--- src/design/ple_pkg.sv ---
// ----------------------------------------------------------------------------
// ple_pkg
// Shared field widths, request and status codes, and the command bundle
// that the list controller passes to the slot array.
// ----------------------------------------------------------------------------
package ple_pkg;

   localparam int OP_W   = 2;
   localparam int POS_W  = 5;
   localparam int DATA_W = 32;
   localparam int LEN_W  = 5;
   localparam int ST_W   = 2;

   localparam logic [OP_W-1:0] OP_INSERT = 2'd0;
   localparam logic [OP_W-1:0] OP_EDIT   = 2'd1;
   localparam logic [OP_W-1:0] OP_DELETE = 2'd2;
   localparam logic [OP_W-1:0] OP_READ   = 2'd3;

   localparam logic [ST_W-1:0] ST_DONE  = 2'd0;
   localparam logic [ST_W-1:0] ST_RANGE = 2'd1;
   localparam logic [ST_W-1:0] ST_FULL  = 2'd2;

   // One command per transaction that leaves the input stage.
   typedef struct packed {
      logic             shift_in;   // insert: open a gap at pos
      logic             shift_out;  // delete: close the gap at pos
      logic             write;      // insert or edit: store word at pos
      logic [POS_W-1:0] pos;
   } slot_cmd_type;

endpackage

--- src/design/positional_list_engine_top.sv ---
// ----------------------------------------------------------------------------
// positional_list_engine_top
// Ordered list of up to CAPACITY words with insert, edit, delete and read
// at a position; every transaction returns status and the entry count.
//
//   channel  ports                                   direction
//   req      req_valid/ready, op, position, entry    in
//   rsp      rsp_valid/ready, status, read_entry,    out
//            length
//
// One transaction per cycle sustained while rsp_ready holds; rsp_valid rises once
// the req has passed the input register, then the result register.
// The slot array shifts all entries at once, so every operation finishes as the
// transaction moves from the input register to the result register.
// Reset clears the valid flags and the count; slot contents are not cleared.
// A stalled rsp holds the result and lets one more transaction wait in the
// input register before req_ready drops.
// ----------------------------------------------------------------------------
module positional_list_engine_top #(
   parameter int CAPACITY    = 16,
   parameter int ENTRY_WIDTH = 32
) (
   input  logic                       clock,
   input  logic                       reset,
   input  logic                       req_valid,
   output logic                       req_ready,
   input  logic [ple_pkg::OP_W-1:0]   req_op,
   input  logic [ple_pkg::POS_W-1:0]  req_position,
   input  logic [ple_pkg::DATA_W-1:0] req_entry,
   output logic                       rsp_valid,
   input  logic                       rsp_ready,
   output logic [ple_pkg::ST_W-1:0]   rsp_status,
   output logic [ple_pkg::DATA_W-1:0] rsp_read_entry,
   output logic [ple_pkg::LEN_W-1:0]  rsp_length
);
   import ple_pkg::*;

   logic              in_valid_ff;
   logic              in_valid_in;
   logic [OP_W-1:0]   in_op_ff;
   logic [POS_W-1:0]  in_pos_ff;
   logic [DATA_W-1:0] in_entry_ff;
   logic              rsp_valid_ff;
   logic              rsp_valid_in;
   logic [ST_W-1:0]   rsp_status_ff;
   logic [DATA_W-1:0] rsp_entry_ff;
   logic [LEN_W-1:0]  rsp_length_ff;
   logic              advance;
   logic              take;
   slot_cmd_type      cmd;
   logic              read_ok;
   logic [ST_W-1:0]   status;
   logic [LEN_W-1:0]  length;
   logic [DATA_W-1:0] rd_word;

   // Advance when the result register is free or being drained.
   assign advance   = in_valid_ff && (!rsp_valid_ff || rsp_ready);
   assign req_ready = !in_valid_ff || advance;
   assign take      = req_valid && req_ready;

   always_comb begin
      in_valid_in = in_valid_ff;
      if (take) begin
         in_valid_in = 1'b1;
      end else if (advance) begin
         in_valid_in = 1'b0;
      end
   end

   always_comb begin
      rsp_valid_in = rsp_valid_ff;
      if (advance) begin
         rsp_valid_in = 1'b1;
      end else if (rsp_ready) begin
         rsp_valid_in = 1'b0;
      end
   end

   always_ff @(posedge clock) begin
      if (reset) begin
         in_valid_ff  <= 1'b0;
         rsp_valid_ff <= 1'b0;
      end else begin
         in_valid_ff  <= in_valid_in;
         rsp_valid_ff <= rsp_valid_in;
      end
   end

   always_ff @(posedge clock) begin
      if (take) begin
         in_op_ff    <= req_op;
         in_pos_ff   <= req_position;
         in_entry_ff <= req_entry;
      end
   end

   ple_ctrl #(
      .CAPACITY (CAPACITY)
   ) u_ctrl (
      .clock   (clock),
      .reset   (reset),
      .advance (advance),
      .op      (in_op_ff),
      .pos     (in_pos_ff),
      .cmd     (cmd),
      .read_ok (read_ok),
      .status  (status),
      .length  (length)
   );

   ple_slot_array #(
      .CAPACITY    (CAPACITY),
      .ENTRY_WIDTH (ENTRY_WIDTH)
   ) u_slots (
      .clock    (clock),
      .cmd      (cmd),
      .wr_entry (in_entry_ff),
      .rd_word  (rd_word)
   );

   always_ff @(posedge clock) begin
      if (advance) begin
         rsp_status_ff <= status;
         rsp_entry_ff  <= read_ok ? rd_word : '0;
         rsp_length_ff <= length;
      end
   end

   assign rsp_valid      = rsp_valid_ff;
   assign rsp_status     = rsp_status_ff;
   assign rsp_read_entry = rsp_entry_ff;
   assign rsp_length     = rsp_length_ff;

endmodule

--- src/design/ple_ctrl.sv ---
// ----------------------------------------------------------------------------
// ple_ctrl
// Decodes a request against the entry count, checks range and capacity,
// issues the slot command and keeps the occupancy register.
// ----------------------------------------------------------------------------
module ple_ctrl #(
   parameter int CAPACITY = 16
) (
   input  logic                     clock,
   input  logic                     reset,
   input  logic                     advance,
   input  logic [ple_pkg::OP_W-1:0]  op,
   input  logic [ple_pkg::POS_W-1:0] pos,
   output ple_pkg::slot_cmd_type    cmd,
   output logic                     read_ok,
   output logic [ple_pkg::ST_W-1:0]  status,
   output logic [ple_pkg::LEN_W-1:0] length
);
   import ple_pkg::*;

   localparam int CNT_W = $clog2(CAPACITY + 1);
   localparam int CMP_W = (CNT_W > POS_W) ? CNT_W : POS_W;

   logic [CNT_W-1:0] occupancy_ff;
   logic [CNT_W-1:0] occupancy_in;
   logic [CMP_W-1:0] pos_ext;
   logic [CMP_W-1:0] occ_ext;
   logic [CMP_W-1:0] len_ext;
   logic             is_full;
   logic             ok;

   assign pos_ext = CMP_W'(pos);
   assign occ_ext = CMP_W'(occupancy_ff);
   assign is_full = (occupancy_ff == CNT_W'(CAPACITY));

   always_comb begin
      status = ST_DONE;
      if (op == OP_INSERT) begin
         if (pos_ext > occ_ext) begin
            status = ST_RANGE;
         end else if (is_full) begin
            status = ST_FULL;
         end
      end else if (pos_ext >= occ_ext) begin
         status = ST_RANGE;
      end
   end

   assign ok = (status == ST_DONE);

   always_comb begin
      cmd.shift_in  = advance && ok && (op == OP_INSERT);
      cmd.shift_out = advance && ok && (op == OP_DELETE);
      cmd.write     = advance && ok && ((op == OP_INSERT) || (op == OP_EDIT));
      cmd.pos       = pos;
   end

   assign read_ok = ok && (op == OP_READ);

   always_comb begin
      occupancy_in = occupancy_ff;
      if (ok && (op == OP_INSERT)) begin
         occupancy_in = occupancy_ff + CNT_W'(1);
      end else if (ok && (op == OP_DELETE)) begin
         occupancy_in = occupancy_ff - CNT_W'(1);
      end
   end

   // Count after this transaction, cut to the result field.
   assign len_ext = CMP_W'(occupancy_in);
   assign length  = len_ext[LEN_W-1:0];

   always_ff @(posedge clock) begin
      if (reset) begin
         occupancy_ff <= '0;
      end else if (advance) begin
         occupancy_ff <= occupancy_in;
      end
   end

   a_occ_bound: assert property (@(posedge clock) disable iff (reset)
      occupancy_ff <= CNT_W'(CAPACITY))
      else $error("occupancy above capacity");

   a_refused_holds: assert property (@(posedge clock) disable iff (reset)
      (advance && !ok) |=> $stable(occupancy_ff))
      else $error("refused request changed occupancy");

   a_insert_grows: assert property (@(posedge clock) disable iff (reset)
      cmd.shift_in |=> (occupancy_ff == $past(occupancy_ff) + CNT_W'(1)))
      else $error("insert did not grow the list by one");

endmodule

--- src/design/ple_slot_array.sv ---
// ----------------------------------------------------------------------------
// ple_slot_array
// Register array of list entries. Each slot takes its neighbor, the new
// word or holds, so insert and delete shift the whole tail at once.
// ----------------------------------------------------------------------------
module ple_slot_array #(
   parameter int CAPACITY    = 16,
   parameter int ENTRY_WIDTH = 32
) (
   input  logic                      clock,
   input  ple_pkg::slot_cmd_type     cmd,
   input  logic [ple_pkg::DATA_W-1:0] wr_entry,
   output logic [ple_pkg::DATA_W-1:0] rd_word
);
   import ple_pkg::*;

   localparam int IDX_W = $clog2(CAPACITY);
   localparam int CMP_W = (IDX_W > POS_W) ? IDX_W : POS_W;

   logic [ENTRY_WIDTH-1:0] slot_ff [CAPACITY];
   logic [ENTRY_WIDTH-1:0] slot_in [CAPACITY];
   logic                   slot_we [CAPACITY];
   logic [63:0]            wide_entry;
   logic [ENTRY_WIDTH-1:0] word;
   logic [CMP_W-1:0]       pos_ext;
   logic [ENTRY_WIDTH-1:0] sel_word;
   logic [63:0]            rd_wide;

   assign wide_entry = {32'd0, wr_entry};
   assign word       = wide_entry[ENTRY_WIDTH-1:0];
   assign pos_ext    = CMP_W'(cmd.pos);

   for (genvar i = 0; i < CAPACITY; i++) begin : g_lane
      localparam logic [CMP_W-1:0] LANE = CMP_W'(i);
      logic [ENTRY_WIDTH-1:0] from_prev;
      logic [ENTRY_WIDTH-1:0] from_next;
      logic                   has_prev;
      logic                   has_next;

      if (i == 0) begin : g_head
         assign from_prev = '0;
         assign has_prev  = 1'b0;
      end else begin : g_body
         assign from_prev = slot_ff[i-1];
         assign has_prev  = 1'b1;
      end

      if (i == CAPACITY - 1) begin : g_tail
         assign from_next = '0;
         assign has_next  = 1'b0;
      end else begin : g_mid
         assign from_next = slot_ff[i+1];
         assign has_next  = 1'b1;
      end

      always_comb begin
         slot_we[i] = 1'b0;
         slot_in[i] = slot_ff[i];
         if (cmd.shift_in && has_prev && (LANE > pos_ext)) begin
            slot_we[i] = 1'b1;
            slot_in[i] = from_prev;
         end else if (cmd.write && (LANE == pos_ext)) begin
            slot_we[i] = 1'b1;
            slot_in[i] = word;
         end else if (cmd.shift_out && has_next && (LANE >= pos_ext)) begin
            slot_we[i] = 1'b1;
            slot_in[i] = from_next;
         end
      end

      always_ff @(posedge clock) begin
         if (slot_we[i]) begin
            slot_ff[i] <= slot_in[i];
         end
      end
   end

   // Select the addressed slot; positions past the array select nothing.
   always_comb begin
      sel_word = '0;
      for (int i = 0; i < CAPACITY; i++) begin
         if (CMP_W'(i) == pos_ext) begin
            sel_word = sel_word | slot_ff[i];
         end
      end
   end

   assign rd_wide = 64'(sel_word);
   assign rd_word = rd_wide[DATA_W-1:0];

endmodule

--- config.mk ---
export PLATFORM = sky130hd
export DESIGN_NAME = positional_list_engine_top
export DESIGN_NICKNAME = d
export VERILOG_FILES = /design/src/design/ple_pkg.sv /design/src/design/positional_list_engine_top.sv /design/src/design/ple_ctrl.sv /design/src/design/ple_slot_array.sv
export SDC_FILE = /design/constraint.sdc
export NUM_CORES = 1
export LEC_CHECK = 0
export CAP_MARGIN = 20
export CORE_MARGIN = 1
export CORE_UTILIZATION = 30
export CTS_CLUSTER_SIZE = 12
export DETAILED_ROUTE_END_ITERATION = 12
export DONT_BUFFER_PORTS = 1
export SLEW_MARGIN = 20
export SYNTH_ARGS = -nofsm -noshare
export SYNTH_HDL_FRONTEND = slang
export SYNTH_SLANG_ARGS = --single-unit
--- constraint.sdc ---
create_clock -name clock -period 9 [get_ports clock]
set_clock_uncertainty 0.05 [all_clocks]
set_input_delay 0.9 -clock clock [delete_from_list [all_inputs] [get_ports clock]]
set_output_delay 0.9 -clock clock [all_outputs]
set_load 0.05 [all_outputs]
==> qor.yml, run 1 <==
status: "finished, final reports clean"
routabilityCongestion: 0.845
cts_resized: 0
cp.required_ns: 9.22
initial_utilization: 0.303
antenna_found_initial: 8
cp_data_arrival_time_ns: 5.16
synthArstFlopShare: 0
crit_type: "register to register"
syn_to_final_growth_pct: 10.2
grt.busiest_layer: "met2"
synth_common_cells: "edfxtp_1 (590), mux2i_1 (289), o21ai_0 (274)"
ys_warn_count: 0
final_max_slew_viol_count: 0
avgSynthCellArea_sq_um: 10.7
critPathLaunchType: "register"
final-setup-viol-count: 0
port_buffers: 0
tns_ns: 0
crit_start: "in_pos_ff[4]$_DFFE_PP_"
netlist_area_sq_mm: 0.0332
vias: 26790
fillCellCount: 10992
path_max_fanout: 165
wl_per_cell_um: 28.0
ys_ff_latch: 597
hold_viol: 0
drive_above_1_share: 0.100
die_h_um: 335
synth.most_common_cell: "edfxtp_1"
vias_per_cell: 5.99
final_nets: 2984
synthFlopType: "edfxtp_1"
cts-root-buf: "clkbuf_16"
overflow: 0
fin_util: 0.334
hold_buffers: 0
min_period_ns: 4.94
hp-start: "reset"
die_w_um: 335
synthDistinctLibCells: 70
hp-class: "input pin to register"
dp_hpwl_um: 68900
synth_edf_count: 590
grt_use_total: 0.218
use_met1: 0.274
grt_use_met3: 0.0476
power_density_mw_per_mm2: 169
max_cap_violations: 0
path_clk_slew_ns: 0.06
syn_nets: 3161
max_slew_margin: 0.196
fp.dieArea_sq_mm: 0.112
synthTopCellsByArea: "edfxtp_1 (53%), mux2i_1 (8.7%), o21ai_0 (4.1%), nand3_1 (3.9%), a31oi_1 (3.7%)"
post_cts_buffers: 0
num_rows: 121
clock_latency_ns: 0.64
coreArea_sq_mm: 0.109
cts_max_level: 3
io_pins: 84
antenna_left: 0
grt_max_degree: 166
vdd_drop_max_mv: 0.138
grt_pass1_wl_um: 180000
cts_buffer_depth: 3
syn_inst: 3111
drc_errors: 0
critPathCaptureType: "register"
rr_startpoint: "in_pos_ff[4]$_DFFE_PP_"
grt_pass1_vias: 25638
synth_top_cell_by_area: "edfxtp_1"
yosysSeqAreaShare: 0.538
grtUsageMet2: 0.351
cts_buffers: 72
initialDrtViolationCount: 3563
cts_tree: "built"
tightestPinTransition_ns: 1.21
clock-sinks: 597
post-route-period-util: 0.549
fmax_ghz: 0.202
rsz0062_at_grt: "no"
p_leak_uw: 0.0125
synth_top_area_frac: 0.534
firstDrtPassIters: 6
wl_um: 125000
-- cell families (layout without fill, tap and decap cells) --
kind of cell | Yosys count | count (layout) | share of synthesized area
xor gates and xnor gates | 7 | 7 | 0.00185
buffers and inverters | 335 | 212 | 0.0468
muxes | 354 | 354 | 0.109
other | 0 | 6 | 0
adders and majority gates | 7 | 7 | 0.00264
DFF | 597 | 597 | 0.538
AOI/OAI and AO/OA | 939 | 939 | 0.181
and+or+nand+nor | 872 | 872 | 0.120
-- path summary, 6_finish.rpt --
| check | endpoint | slack (ns) | cells past startpoint |
|---|---|---|---|
| max | u_slots.slot_ff[1][36]$_DFFE_PP_ | 4.06 | 7 |
| min | in_valid_ff$_SDFFE_PP0P_ | 0.28 | 1 |
| max reg2reg | u_slots.slot_ff[1][36]$_DFFE_PP_ | 4.06 | 7 |
| min reg2reg | u_ctrl.occ_ext[3]$_SDFFE_PP0P_ | 0.50 | 2 |
-- cell type report --
class                           count  area, sq um  share of cell area
Antenna cell                        6         15.0            0.000411
Clock buffer                       86         1850              0.0507
Clock inverter                     42          274             0.00750
Inverter                           11         43.8             0.00120
Multi-Input combinational cell   2179        14100               0.385
Sequential cell                   597        17900               0.489
Tap cell                         1476         1850              0.0505
Timing Repair Buffer               73          593              0.0162
-- worst max-delay path, cell delays in order, from the launching register on --
cell and delay, ns:
edfxtp_1 0.69, ha_1 0.49, and4_1 0.29, and3_1 0.73
o211ai_4 0.13, buf_12 0.27, o221ai_4 0.93, buf_4 0.57
-- per-layer routing --
| metal | vias to the layer above | wire (um) |
|---|---|---|
| met5 | - | 49 |
| met3 | 358 | 13100 |
| met2 | 1760 | 58000 |
| li1 | 11587 | - |
| met4 | 8 | 6190 |
| met1 | 13077 | 47900 |
-- cells in the final DEF (no fill, tap or decap), drive strengths merged, types with 4 or more instances in the layout --
master	instances
a21oi	114
buf	73
a221oi	64
nor2	240
and2	14
and3	17
xnor2	7
dfxtp	7
nand3	261
a31oi	194
clkinv	33
o2111ai	8
mux2	65
diode	6
o21ai	392
a22o	128
clkinvlp	4
clkbuf	86
a211oi	7
nor3	37
nand4	36
edfxtp	590
o211ai	10
nand2	246
mux2i	289
a2111oi	5
ha	7
inv	15
-- flip-flops by register name, summed over array words and instances, names as in the netlist --
signal,flops
rsp_valid,1
u_ctrl.occ_ext,5
rsp_read_entry,32
u_slots.slot_ff,512
in_op_ff,2
rsp_status,2
rsp_length,5
in_entry_ff,32
in_valid_ff,1
in_pos_ff,5
-- power by group --
group / total [uW] / internal (uW) / switching (uW)
Sequential: 3170 / 3070 / 96.2
Combinational: 266 / 68.5 / 198
Clock: 2730 / 1500 / 1230
-- through the flow --
| stage | instance area [sq um] | setup WS (ns) | std cells | power, uW | hold slack (ns) |
|---|---|---|---|---|---|
| 6_report | 36600 | 4.06 | 4470 | 6170 | 0.285 |
| 5_1_grt | 36500 | 4.28 | 4465 | 6310 | 0.281 |
| 4_1_cts | 36500 | 4.43 | 4464 | 6190 | 0.264 |
| 3_5_place_dp | 34400 | 4.45 | 4336 | 3480 | 0.467 |
| 3_3_place_gp | 34400 | 4.48 | 4335 | 3480 | 0.456 |
| 2_1_floorplan | 33200 | 2.76 | 3111 | 3360 | 0.438 |
Note: power is estimated with default switching activity, not from simulation.
==> run 2, diff against run 1 <==
Clock period 9 ns to 5.1 ns, I/O delays scaled along.
==> qor.yml, run 2 (same netlist as run 1, synthesis figures left out) <==
status: "finished, final reports clean"  # unchanged
coreArea_sq_mm: 0.109  # unchanged
r2r_cells: 8  # was 7
vdd_drop_max_mv: 0.247  # was 0.138 mV
place_inst: 4352  # was 4,336
final_max_slew_viol_count: 0  # unchanged
wl_um: 127000  # was 125,000 um
crit_family: "buffers and inverters"  # was compound AO/OA/AOI/OAI gates
dr.max_layer_used: "met4"  # was met5
power_density_mw_per_mm2: 293  # was 169 mW/mm^2
die_w_um: 335  # unchanged
cp_data_arrival_time_ns: 4.70  # was 5.16 ns
fmax_ghz: 0.234  # was 0.202 GHz
cts_buffer_depth: 3  # unchanged
dr_wl_met3_um: 14100  # was 13,100 um
p_leak_uw: 0.0127  # was 0.0125 uW
port_buffers: 0  # unchanged
wl_met2_um: 57100  # was 58,000 um
rsz0062_at_grt: "no"  # unchanged
io_pins: 84  # unchanged
path_max_fanout: 59  # was 165
cts_resized: 0  # unchanged
cts-root-buf: "clkbuf_16"  # unchanged
grt_use_total: 0.221  # was 0.218
cts_tree: "built"  # unchanged
layout_commonest_cell: "edfxtp_1"  # unchanged
post-route-period-util: 0.839  # was 0.549
grt_pass1_vias: 26051  # was 25,638
fin_cells: 4515  # was 4,470
layout_common_cells: "edfxtp_1 (590), mux2i_1 (289), o21ai_0 (272)"  # unchanged
syn_to_final_growth_pct: 11.7  # was 10.2%
fin_util: 0.339  # was 0.334
cp_num_buf_inv: 2  # unchanged
dp_hpwl_um: 73900  # was 68,900 um
crit_path_max_incr_delay_ns: 0.76  # was 0.93 ns
initial_utilization: 0.303  # unchanged
post_cts_buffers: 0  # unchanged
num_rows: 121  # unchanged
critPathLaunchType: "register"  # unchanged
path_clk_slew_ns: 0.06  # about the same
largest_reg_flops: 512  # unchanged
whs_path_depth: 2  # was 1
dp_slack_ns: 0.953  # was 4.45 ns
tns_ns: 0  # unchanged
min_period_ns: 4.28  # was 4.94 ns
total_power_uw: 10900  # was 6170 uW
cp.required_ns: 5.52  # was 9.22 ns
firstDrtPassIters: 7  # was 6
wl_per_cell_um: 28.1  # was 28.0 um
antenna_left: 0  # unchanged
r2r-end: "u_slots.slot_ff[0][211]$_DFFE_PP_"  # was u_slots.slot_ff[1][36]$_DFFE_PP_
die_h_um: 335  # unchanged
max_slew_margin: 0.228  # was 0.196
timing.final.ws_setup_ns: 0.822  # was 4.06 ns
cts_max_level: 3  # unchanged
overflow: 0  # unchanged
multi_input_area_sq_mm: 0.0141  # about the same
grt_max_degree: 70  # was 166
hold_buffers: 41  # was 0
final-setup-viol-count: 0  # unchanged
vias_per_cell: 6.09  # was 5.99
register_area_sq_mm: 0.0179  # unchanged
routabilityCongestion: 0.869  # was 0.845
drc_errors: 0  # unchanged
reg2reg_slack_ns: 0.82  # was 4.06 ns
final_nets: 3039  # was 2,984
fillCellCount: 10995  # was 10,992
clock_latency_ns: 0.64  # about the same
hold_viol: 0  # unchanged
cts_buffers: 69  # was 72
crit_path_frequent_cell: "buf_4"
hp-class: "input pin to register"  # unchanged
antenna_found_initial: 1  # was 8
grt_pass1_wl_um: 183000  # was 180,000 um
crit_type: "register to register"  # unchanged
fp.dieArea_sq_mm: 0.112  # unchanged
tightestPinTransition_ns: 1.15  # was 1.21 ns
path_cells: "ha_1 -> and4_1 -> and3_1 -> o211ai_4 -> buf_4 -> buf_4 -> o21ai_0 -> a31oi_1"  # was ha_1 -> and4_1 -> and3_1 -> o211ai_4 -> buf_12 -> o221ai_4 -> buf_4
top_register: "u_slots.slot_ff"  # unchanged
vias: 27491  # was 26,790
initialDrtViolationCount: 4317  # was 3,563
clock-sinks: 597  # unchanged
hold_end: "u_ctrl.occ_ext[4]$_SDFFE_PP0P_"  # was in_valid_ff$_SDFFE_PP0P_
drive_above_1_share: 0.101  # was 0.100
cpMaxStageDelayCell: "edfxtp_1"  # was o221ai_4
max_cap_violations: 0  # unchanged
wl_met1_um: 50300  # was 47,900 um
rr_startpoint: "in_pos_ff[1]$_DFFE_PP_"  # was in_pos_ff[4]$_DFFE_PP_
critPathCaptureType: "register"  # unchanged
hp-start: "reset"  # unchanged
==> run 2: area by class of cell <==
type,instances,area share
multi-input combinational,2179,0.380
clock buffer,90,0.0510
antenna,1,0.0000675
clock inverter,30,0.00486
timing repair buffer,131,0.0312
sequential,597,0.482
inverter,11,0.00118
tap,1476,0.0498
==> run 2: metal layers <==
metal | vias to the layer above | GRT usage
li1 | 11698 | -
met5 | - | 0.00174
met1 | 13571 | 0.293
met4 | 0 | 0.0935
met3 | 324 | 0.0485
met2 | 1898 | 0.345
==> run 2: through the flow <==
step	hold WS, ns	area (sq um)
after detailed placement	0.470	34500
after global placement	0.460	34500
after CTS	0.0438	37000
after global routing	0.0829	37100
final	0.0696	37100
after floorplan	0.438	33200
==> run 2: worst max path at each step <==
stage	from	endpoint	slack, ns	depth (start not counted)
finish	in_pos_ff[1]$_DFFE_PP_	u_slots.slot_ff[0][211]$_DFFE_PP_	0.82	8
global route	in_pos_ff[1]$_DFFE_PP_	u_slots.slot_ff[0][211]$_DFFE_PP_	0.68	8
CTS	in_pos_ff[1]$_DFFE_PP_	u_slots.slot_ff[0][211]$_DFFE_PP_	0.93	8
detailed placement	in_pos_ff[1]$_DFFE_PP_	u_slots.slot_ff[0][211]$_DFFE_PP_	0.95	8
global placement	in_pos_ff[1]$_DFFE_PP_	u_slots.slot_ff[0][205]$_DFFE_PP_	1.07	8
floorplan	in_pos_ff[0]$_DFFE_PP_	u_slots.slot_ff[0][160]$_DFFE_PP_	0.21	10
==> run 2: power breakdown <==
part,internal (uW),switching (uW)
Combinational,145,360
Sequential,5410,165
Clock,2660,2120
Total,8220,2640
